==> src/design/utf8_byte_stream_decoder_assert.svh <==
// Assertion macros for the UTF-8 byte stream decoder.
// Used by the top level through `include; no other dependencies.
`ifndef UTF8_BYTE_STREAM_DECODER_ASSERT_SVH
`define UTF8_BYTE_STREAM_DECODER_ASSERT_SVH

// Same-cycle implication, checked out of reset.
`define U8D_ASSERT_IMPLY(label, clk, rst_n, ante, cons) \
    label: assert property (@(posedge clk) disable iff (!(rst_n)) (ante) |-> (cons)) \
        else $error("u8d assertion failed: same-cycle implication");

// Next-cycle implication, checked out of reset.
`define U8D_ASSERT_NEXT(label, clk, rst_n, ante, cons) \
    label: assert property (@(posedge clk) disable iff (!(rst_n)) (ante) |=> (cons)) \
        else $error("u8d assertion failed: next-cycle implication");

`endif

==> src/design/u8d_pkg.sv <==
// Package for the UTF-8 byte stream decoder: widths, status codes, result type.
// No dependencies; used by u8d_step and utf8_byte_stream_decoder.
package u8d_pkg;

    localparam int unsigned BYTE_W = 8;
    localparam int unsigned CODE_W = 31;
    localparam int unsigned REM_W  = 3;
    localparam int unsigned CONT_W = 6;

    // Result status codes
    typedef enum logic [1:0] {
        ST_OK        = 2'd0,
        ST_BAD_LEAD  = 2'd1,
        ST_TRUNCATED = 2'd2
    } t_status;

    // One decoded result
    typedef struct packed {
        logic [CODE_W-1:0] codepoint;
        t_status           status;
        logic              final_res;
    } t_result;

endpackage

==> src/design/u8d_step.sv <==
// Combinational decode step: one byte against the current sequence state.
// Depends on u8d_pkg.
module u8d_step (
    input  logic [u8d_pkg::BYTE_W-1:0] i_data_byte,
    input  logic                       i_last_byte,
    input  logic [u8d_pkg::REM_W-1:0]  i_remaining,
    input  logic [u8d_pkg::CODE_W-1:0] i_partial,
    output logic [u8d_pkg::REM_W-1:0]  o_remaining,
    output logic [u8d_pkg::CODE_W-1:0] o_partial,
    output logic                       o_res_valid,
    output u8d_pkg::t_result           o_res
);

    logic [u8d_pkg::REM_W-1:0]  rem_dec;
    logic [u8d_pkg::CODE_W-1:0] shifted;
    logic [u8d_pkg::REM_W-1:0]  need;
    logic [u8d_pkg::CODE_W-1:0] lead_bits;
    logic                       bad_lead;

    assign rem_dec = i_remaining - u8d_pkg::REM_W'(1);
    assign shifted = {i_partial[u8d_pkg::CODE_W-u8d_pkg::CONT_W-1:0],
                      i_data_byte[u8d_pkg::CONT_W-1:0]};

    // Lead byte classification: continuation count and payload bits
    always_comb begin
        need      = '0;
        lead_bits = '0;
        bad_lead  = 1'b0;
        case (i_data_byte) inside
            8'b0???????: begin
                lead_bits = u8d_pkg::CODE_W'(i_data_byte);
            end
            8'b110?????: begin
                need      = 3'd1;
                lead_bits = u8d_pkg::CODE_W'(i_data_byte[4:0]);
            end
            8'b1110????: begin
                need      = 3'd2;
                lead_bits = u8d_pkg::CODE_W'(i_data_byte[3:0]);
            end
            8'b11110???: begin
                need      = 3'd3;
                lead_bits = u8d_pkg::CODE_W'(i_data_byte[2:0]);
            end
            8'b111110??: begin
                need      = 3'd4;
                lead_bits = u8d_pkg::CODE_W'(i_data_byte[1:0]);
            end
            8'b1111110?: begin
                need      = 3'd5;
                lead_bits = u8d_pkg::CODE_W'(i_data_byte[0]);
            end
            default: begin
                // stray continuation, 0xFE or 0xFF
                bad_lead = 1'b1;
            end
        endcase
    end

    // Sequence update and result selection
    always_comb begin
        o_remaining         = i_remaining;
        o_partial           = i_partial;
        o_res_valid         = 1'b0;
        o_res.codepoint     = '0;
        o_res.status        = u8d_pkg::ST_OK;
        o_res.final_res     = i_last_byte;
        if (i_remaining != '0) begin
            // continuation: prefix deliberately not checked
            if (rem_dec == '0) begin
                o_remaining     = '0;
                o_partial       = '0;
                o_res_valid     = 1'b1;
                o_res.codepoint = shifted;
            end else if (i_last_byte) begin
                o_remaining  = '0;
                o_partial    = '0;
                o_res_valid  = 1'b1;
                o_res.status = u8d_pkg::ST_TRUNCATED;
            end else begin
                o_remaining = rem_dec;
                o_partial   = shifted;
            end
        end else if (bad_lead) begin
            o_res_valid  = 1'b1;
            o_res.status = u8d_pkg::ST_BAD_LEAD;
        end else if (need == '0) begin
            o_res_valid     = 1'b1;
            o_res.codepoint = lead_bits;
        end else if (i_last_byte) begin
            o_res_valid  = 1'b1;
            o_res.status = u8d_pkg::ST_TRUNCATED;
        end else begin
            o_remaining = need;
            o_partial   = lead_bits;
        end
    end

endmodule

==> src/design/utf8_byte_stream_decoder.sv <==
// Top level of the UTF-8 byte stream decoder (up to 6-byte sequences, 31-bit codes).
// Depends on u8d_pkg, u8d_step and utf8_byte_stream_decoder_assert.svh.
//
//   channel | direction | handshake          | payload
//   --------+-----------+--------------------+--------------------------------------
//   input   | in        | i_valid / o_stall  | i_data_byte, i_last_byte
//   result  | out       | o_valid / i_stall  | o_codepoint, o_status, o_final_res
//
// One byte per cycle while o_stall is low; results are registered, not combinational.
// The rate is set by the sequence state registers, which update on every accepted byte.
// Output register plus one skid entry: o_stall rises only when both are full.
// Synchronous active-low reset clears sequence state and both valid flags.
module utf8_byte_stream_decoder (
    input  logic                       i_clk,
    input  logic                       i_rst_n,
    input  logic                       i_valid,
    output logic                       o_stall,
    input  logic [u8d_pkg::BYTE_W-1:0] i_data_byte,
    input  logic                       i_last_byte,
    output logic                       o_valid,
    input  logic                       i_stall,
    output logic [u8d_pkg::CODE_W-1:0] o_codepoint,
    output logic [1:0]                 o_status,
    output logic                       o_final_res
);

`include "utf8_byte_stream_decoder_assert.svh"

    logic [u8d_pkg::REM_W-1:0]  r_remaining, n_remaining;
    logic [u8d_pkg::CODE_W-1:0] r_partial, n_partial;
    logic                       r_out_valid, n_out_valid;
    logic                       r_skid_valid, n_skid_valid;
    u8d_pkg::t_result           r_out, n_out;
    u8d_pkg::t_result           r_skid, n_skid;

    logic [u8d_pkg::REM_W-1:0]  step_remaining;
    logic [u8d_pkg::CODE_W-1:0] step_partial;
    logic                       step_valid;
    u8d_pkg::t_result           step_res;
    logic                       in_accept;
    logic                       emit;
    logic                       out_take;

    assign o_stall   = r_skid_valid;
    assign in_accept = i_valid && !r_skid_valid;
    assign emit      = in_accept && step_valid;
    assign out_take  = r_out_valid && !i_stall;

    u8d_step u_step (
        .i_data_byte (i_data_byte),
        .i_last_byte (i_last_byte),
        .i_remaining (r_remaining),
        .i_partial   (r_partial),
        .o_remaining (step_remaining),
        .o_partial   (step_partial),
        .o_res_valid (step_valid),
        .o_res       (step_res)
    );

    // Sequence state advances on each accepted request
    always_comb begin
        n_remaining = r_remaining;
        n_partial   = r_partial;
        if (in_accept) begin
            n_remaining = step_remaining;
            n_partial   = step_partial;
        end
    end

    // Output register and skid entry
    always_comb begin
        n_out        = r_out;
        n_out_valid  = r_out_valid;
        n_skid       = r_skid;
        n_skid_valid = r_skid_valid;
        if (!r_out_valid || out_take) begin
            if (r_skid_valid) begin
                n_out        = r_skid;
                n_out_valid  = 1'b1;
                n_skid_valid = 1'b0;
            end else begin
                n_out       = step_res;
                n_out_valid = emit;
            end
        end else if (emit) begin
            n_skid       = step_res;
            n_skid_valid = 1'b1;
        end
    end

    // Control registers
    always_ff @(posedge i_clk) begin
        if (!i_rst_n) begin
            r_remaining  <= '0;
            r_partial    <= '0;
            r_out_valid  <= 1'b0;
            r_skid_valid <= 1'b0;
        end else begin
            r_remaining  <= n_remaining;
            r_partial    <= n_partial;
            r_out_valid  <= n_out_valid;
            r_skid_valid <= n_skid_valid;
        end
    end

    // Payload registers
    always_ff @(posedge i_clk) begin
        r_out  <= n_out;
        r_skid <= n_skid;
    end

    assign o_valid     = r_out_valid;
    assign o_codepoint = r_out.codepoint;
    assign o_status    = r_out.status;
    assign o_final_res = r_out.final_res;

    // Checks
    `U8D_ASSERT_IMPLY(a_skid_behind_out, i_clk, i_rst_n, r_skid_valid, r_out_valid)
    `U8D_ASSERT_IMPLY(a_rem_range, i_clk, i_rst_n, 1'b1, r_remaining <= 3'd5)
    `U8D_ASSERT_NEXT(a_idle_after_last, i_clk, i_rst_n, in_accept && i_last_byte, r_remaining == '0)
    `U8D_ASSERT_IMPLY(a_error_zero_code, i_clk, i_rst_n, o_valid && (o_status != u8d_pkg::ST_OK), o_codepoint == '0)
    `U8D_ASSERT_NEXT(a_skid_drains, i_clk, i_rst_n, r_skid_valid && !i_stall, o_valid && !r_skid_valid)

endmodule

==> config.mk <==
export PLATFORM = sky130hd
export DESIGN_NAME = utf8_byte_stream_decoder
export DESIGN_NICKNAME = d
export VERILOG_FILES = /design/src/design/u8d_pkg.sv /design/src/design/u8d_step.sv /design/src/design/utf8_byte_stream_decoder.sv
export VERILOG_INCLUDE_DIRS = /design/src /design/src/design
export SDC_FILE = /design/constraint.sdc
export NUM_CORES = 1
export LEC_CHECK = 0
export ABC_AREA = 1
export BUFFER_PORTS_ARGS = -buffer_cell sky130_fd_sc_hd__buf_4
export CAP_MARGIN = 20
export CORE_AREA = 10 10 107 109
export CTS_CLUSTER_DIAMETER = 30
export DETAILED_ROUTE_END_ITERATION = 6
export DIE_AREA = 0 0 117 119
export GPL_TIMING_DRIVEN = 0
export PLACE_DENSITY = 0.66
export SLEW_MARGIN = 20
export SYNTH_ARGS = -nofsm -noshare
export SYNTH_HDL_FRONTEND = slang
export SYNTH_SLANG_ARGS = --single-unit
==> constraint.sdc <==
create_clock -name i_clk -period 8.5 [get_ports i_clk]
set_input_delay 2.125 -clock i_clk [delete_from_list [all_inputs] [get_ports i_clk]]
set_output_delay 2.125 -clock i_clk [all_outputs]
set_load 0.005 [all_outputs]
# After elaboration in Yosys (flattened, before gate mapping)
# Cells that the tools add are included.
[totals] ff_bits=98 input_bits=13 out_inout_bits=36 elab_cells=79
[op_classes] add_sub_neg=1 n_eq_ne=8 n_mux=45 n_bitwise=2 n_reduce_logical=13
[ops] cell="31-bit 2-to-1 mux" count=8
[ops] cell="25-bit 2-to-1 mux" count=6
[ops] cell="3-bit 2-to-1 mux" count=12
[ops] cell="34-bit 2-to-1 mux" count=1
[ops] cell="33-bit 2-to-1 mux" count=1
[ops] cell="1-bit 2-to-1 mux" count=13
[ops] cell="2-bit 2-to-1 mux" count=4
[ops] cell="7-bit == test, second input constant" count=1
[ops] cell="6-bit == test, second input constant" count=1
[ops] cell="3-bit logical NOT" count=2
[ops] cell="5-bit == test, second input constant" count=1
[ops] cell="4-bit == test, second input constant" count=1
[ops] cell="2-bit by 1-bit inequality test with 1-bit output, second input constant" count=2
[ops] cell="4-bit AND reduction" count=1
[ops] cell="3-bit == test, second input constant" count=1
[ops] cell="1-bit logical AND" count=3
[ops] cell="1-bit logical NOT" count=3
[ops] cell="3-bit nonzero test" count=1
[ops] cell="3-bit by 1-bit subtractor with 3-bit output, second input constant" count=1
[ops] cell="2-bit inequality test, second input constant" count=1
[ops] cell="1-bit inverter" count=2
[ops] cell="2-bit AND reduction" count=1
[ops] cell="2-bit OR reduction" count=1
[ops] cell="1-bit logical OR" count=1

# Depth between registers and ports, before layout
[logic_depth] word_depth=13 mapped_depth=12 mapped_depth_nobuf=12

# By module
# A second synthesis with hierarchy kept.
[unflattened] cells_unflattened=596 area_unflattened_um2=5170.0
[modules_own_cells] module="utf8_byte_stream_decoder" n_inst=1 cells_each=375 area_each_um2=3993.8 seq_area_each_um2=2762.6
[modules_own_cells] module="u8d_step" n_inst=1 cells_each=221 area_each_um2=1176.1 seq_area_each_um2=0.0

# Least setup slack after synthesis
# OpenSTA, ideal clock, no wires.
[synth_path] kind="input to register" start="input i_stall" end="register r_skid[0] (netlist name), enable pin" setup_time_ns=0.425 t_arrival_ns=4.433 required_time_ns=8.075 path_slack_ns=3.642 stages=2 path_buffers=0 path_cell_list="nand2_1 -> nor2_1"
[synth_between] elab_chain_cells=5
[synth_rtl] item="start: declaration" line="utf8_byte_stream_decoder.sv:21" source="input logic i_stall,"
[synth_rtl] item="1-bit logical NOT" line="utf8_byte_stream_decoder.sv:47" source="assign out_take = r_out_valid && !i_stall;"
[synth_rtl] item="1-bit logical AND" line="utf8_byte_stream_decoder.sv:47"
[synth_rtl] item="1-bit logical OR" line="utf8_byte_stream_decoder.sv:76" source="if (!r_out_valid || out_take) begin"
[synth_rtl] item="1-bit inverter (no line)"
[synth_rtl] item="2-bit AND reduction (no line)"
[synth_rtl] item="end signal: assignment" line="utf8_byte_stream_decoder.sv:109" source="r_skid <= n_skid;"
[synth_rtl] item="end: declaration" line="utf8_byte_stream_decoder.sv:34" source="u8d_pkg::t_result r_skid, n_skid;"
# Every way passes these cells.
# A chain may end at the register's enable or synchronous reset.

# Final worst setup path
[layout_path] start="input i_data_byte[7] (netlist name)" end="register r_skid[18] (netlist name), enable pin"
[layout_between] elab_chain_cells=13 elab_cells_between_ends=23 classes_between="eq/ne: 5; mux: 15; reduce/logical: 3"
[layout_rtl] item="start: declaration" line="utf8_byte_stream_decoder.sv:18" source="input logic [u8d_pkg::BYTE_W-1:0] i_data_byte,"
[layout_rtl] item="7-bit == test (no line)"
[layout_rtl] item="3-bit 2-to-1 mux (6 in series)" line="u8d_step.sv:29" source="case (i_data_byte) inside"
[layout_rtl] item="3-bit logical NOT" line="u8d_step.sv:87" source="end else if (need == '0) begin"
[layout_rtl] item="1-bit 2-to-1 mux" line="u8d_step.sv:87"
[layout_rtl] item="1-bit 2-to-1 mux (*)" line="u8d_step.sv:84" source="end else if (bad_lead) begin"
[layout_rtl] item="1-bit 2-to-1 mux (*)" line="u8d_step.sv:68" source="if (i_remaining != '0) begin"
[layout_rtl] item="1-bit logical AND (*)" line="utf8_byte_stream_decoder.sv:46" source="assign emit = in_accept && step_valid;"
[layout_rtl] item="2-bit AND reduction (no line) (*)"
# Mark *: on every way between the ends. The rest lies on a longest branch, timed or not.

==> metrics <==
dominant cells by area after synthesis edfxtp_1, nand2_1, dfxtp_1; crit path launch type input pin; CP dominant cell by count nand2_1; Synth Warn # 0; main flop type after synthesis edfxtp_1; first-pass GRT wire length 14900 um; Worst Hold Class reg -> reg; GR Util All Layers 0.134; final worst slack approximately 5.0 ns; global-route congestion overflow total 0; Yosys cell types 26; # diodes 0; vias per inst around 4.9; P&R area growth vs syn 17.7%; TritonCTS buffer count 9; vias about 3.3k; Post-CTS Hold Fix Bufs 0; GPL Wtd Cong roughly 0.9; total die area between 0.01 and 0.015 mm2; filler instances about 870; post-place setup slack about 4.6 ns; Seq/Total Area, Yosys 0.609; cell with the largest stage delay on the worst path nor2_4; Crit Path Max Fanout 28; clk sinks just under 100; Peak supply drop about 110 uV; wire length on met1 between 4000 and 5000 um; PortBufs 47; first-pass iteration count of the detailed router 6; core outline area ~0.0095 mm2; DRC viols 0; Crit path required time ~8.6 ns; die width about 120 um; worst skew pair latency around 0.37 ns; largest net degree at the start of global routing 29; Arrival @ worst endpoint roughly 3.6 ns; final antenna-violating net count 0; Slew Viols, Final 0; Initial Utilization 0.458; post-synth top area share 0.471; max_cap viols 0; worst-path cell chain buf_4 > nand2_2 > nor2_1 > a21oi_2 > nand3_1 > nand2_1 > nand2_1 > nor2_4 > buf_12; Crit. End Element flop; area leader, netlist edfxtp_1; Sum Neg Setup Slack 0 ns; Tcrit/Tclk final 0.416; syn_area_per_cell ~8.6 um2; leak pwr ~0.0024 uW; post-CTS setup buffer count 0; initial antenna violation count 0; minimum clock period approximately 3.5 ns; WL final 9260 um; Worst-path clk slew 0.09 ns; vias in the first global route 2987; Pwr Density around 230 mW/mm2; met2 wire length ~4200 um; Mapped Cells 505; TritonCTS clock tree done; H-tree depth 3; final hold vios 0; die height roughly 120 um; drt initial violations 215; ys async rst share 0; row count 36; unrepaired setup endpoints after global routing false; highest metal used met4; Mapped Nets between 500 and 600; DP Wirelength 6660 um; Syn Std Cell Area about 0.0043 mm2; final setup vio count 0; ratio of cells with drive above 1 in the final layout 0.149; Worst Tran Pin Value 0.519 ns; status complete, no violations; worst clock skew ~0.012 ns; kind of critical path in -> reg; # resized after CTS 0; normalized max-slew margin 0.654; # IOs between 40 and 50; # nets final a little under 600; CTS max path bufs 2; DR WL/cell approximately 14 um; CTS Root Cell clkbuf_8; Post-synth EDFFs 68; max incr delay on CP ~0.28 ns; Yosys reg bits 98; fmax 0.283 GHz; wire length on met3 483 um
## layout by cell type, fill, tap and decap left out, drive strengths merged, types with 11 or more instances in the layout
cell and instances:
nand3 22, inv 43, nor2 99, buf 62, o21ai 13, a21oi 11, dfxtp 30, nand2 187
clkbuf 20, edfxtp 68
## power by group
part           switching (uW)  internal (uW)
combinational             154           89.7
clock                     161            166
sequential               15.7            563
total                     330            819
## cells in the mapped netlist (6+ instances only)
cell type	number
inv_1	40
nand2_1	184
buf_2	6
o21ai_0	12
dfxtp_1	30
nand3_1	21
clkbuf_1	9
a21oi_1	10
edfxtp_1	68
nor2_1	98
## layout make-up
class,count,area (um2),share of cell area
timing repair buffer,49,400,0.0785
buffer,22,113,0.0221
inverter,43,161,0.0316
clock inverter,5,81.3,0.0159
multi-input combinational,342,1430,0.280
sequential,98,2640,0.518
clock buffer,11,131,0.0257
tap,114,143,0.0280
## path summary, 6_finish.rpt
path	start	to	slack, ns	cells after the start
hold / removal	r_partial[10]	r_partial[10]	0.49	2
hold reg to reg	r_partial[10]	r_partial[10]	0.49	2
setup reg to reg	r_remaining[0]	r_skid[18]	6.25	11
setup / recovery	i_data_byte[7]	r_skid[18]	4.97	9
## sequential cells by signal, indices dropped and copies added (netlist names)
register and cells:
o_codepoint 31, o_final_res 1, o_valid 1, o_stall 1, r_partial 25, o_status 2, r_remaining 3, r_skid 34
## per-layer routing
layer	vias to the layer above	GRT usage
met5	-	0
met4	0	0.0487
met3	11	0.0402
met2	76	0.201
met1	1524	0.179
li1	1715	-
## worst max-delay path: cells and delay by family
family / cells / cell delay (ns)
simple gates: 6 / 0.86
compound gates: 1 / 0.22
buf+inv: 2 / 0.38
## through the flow
stage	area, um2	instances	utilization	power, uW	hold WS (ns)
global placement	4830	666	0.511	824	0.470
global route	5100	684	0.539	1210	0.521
CTS	5100	684	0.539	1160	0.496
finish	5100	684	0.539	1150	0.490
detailed placement	4890	668	0.517	833	0.473
floorplan	4340	505	-	742	0.452
## logic make-up (layout without fill, tap and decap cells)
| kind of cell | count (synthesis) | after routing | share of synthesized area |
|---|---|---|---|
| AOI/OAI and AO/OA | 28 | 28 | 0.0346 |
| DFF | 98 | 98 | 0.609 |
| and+or+nand+nor | 311 | 311 | 0.284 |
| buffers and inverters | 65 | 130 | 0.0632 |
| adders and majority gates | 3 | 3 | 0.00866 |
No activity file was read; power rests on OpenSTA's default activity.
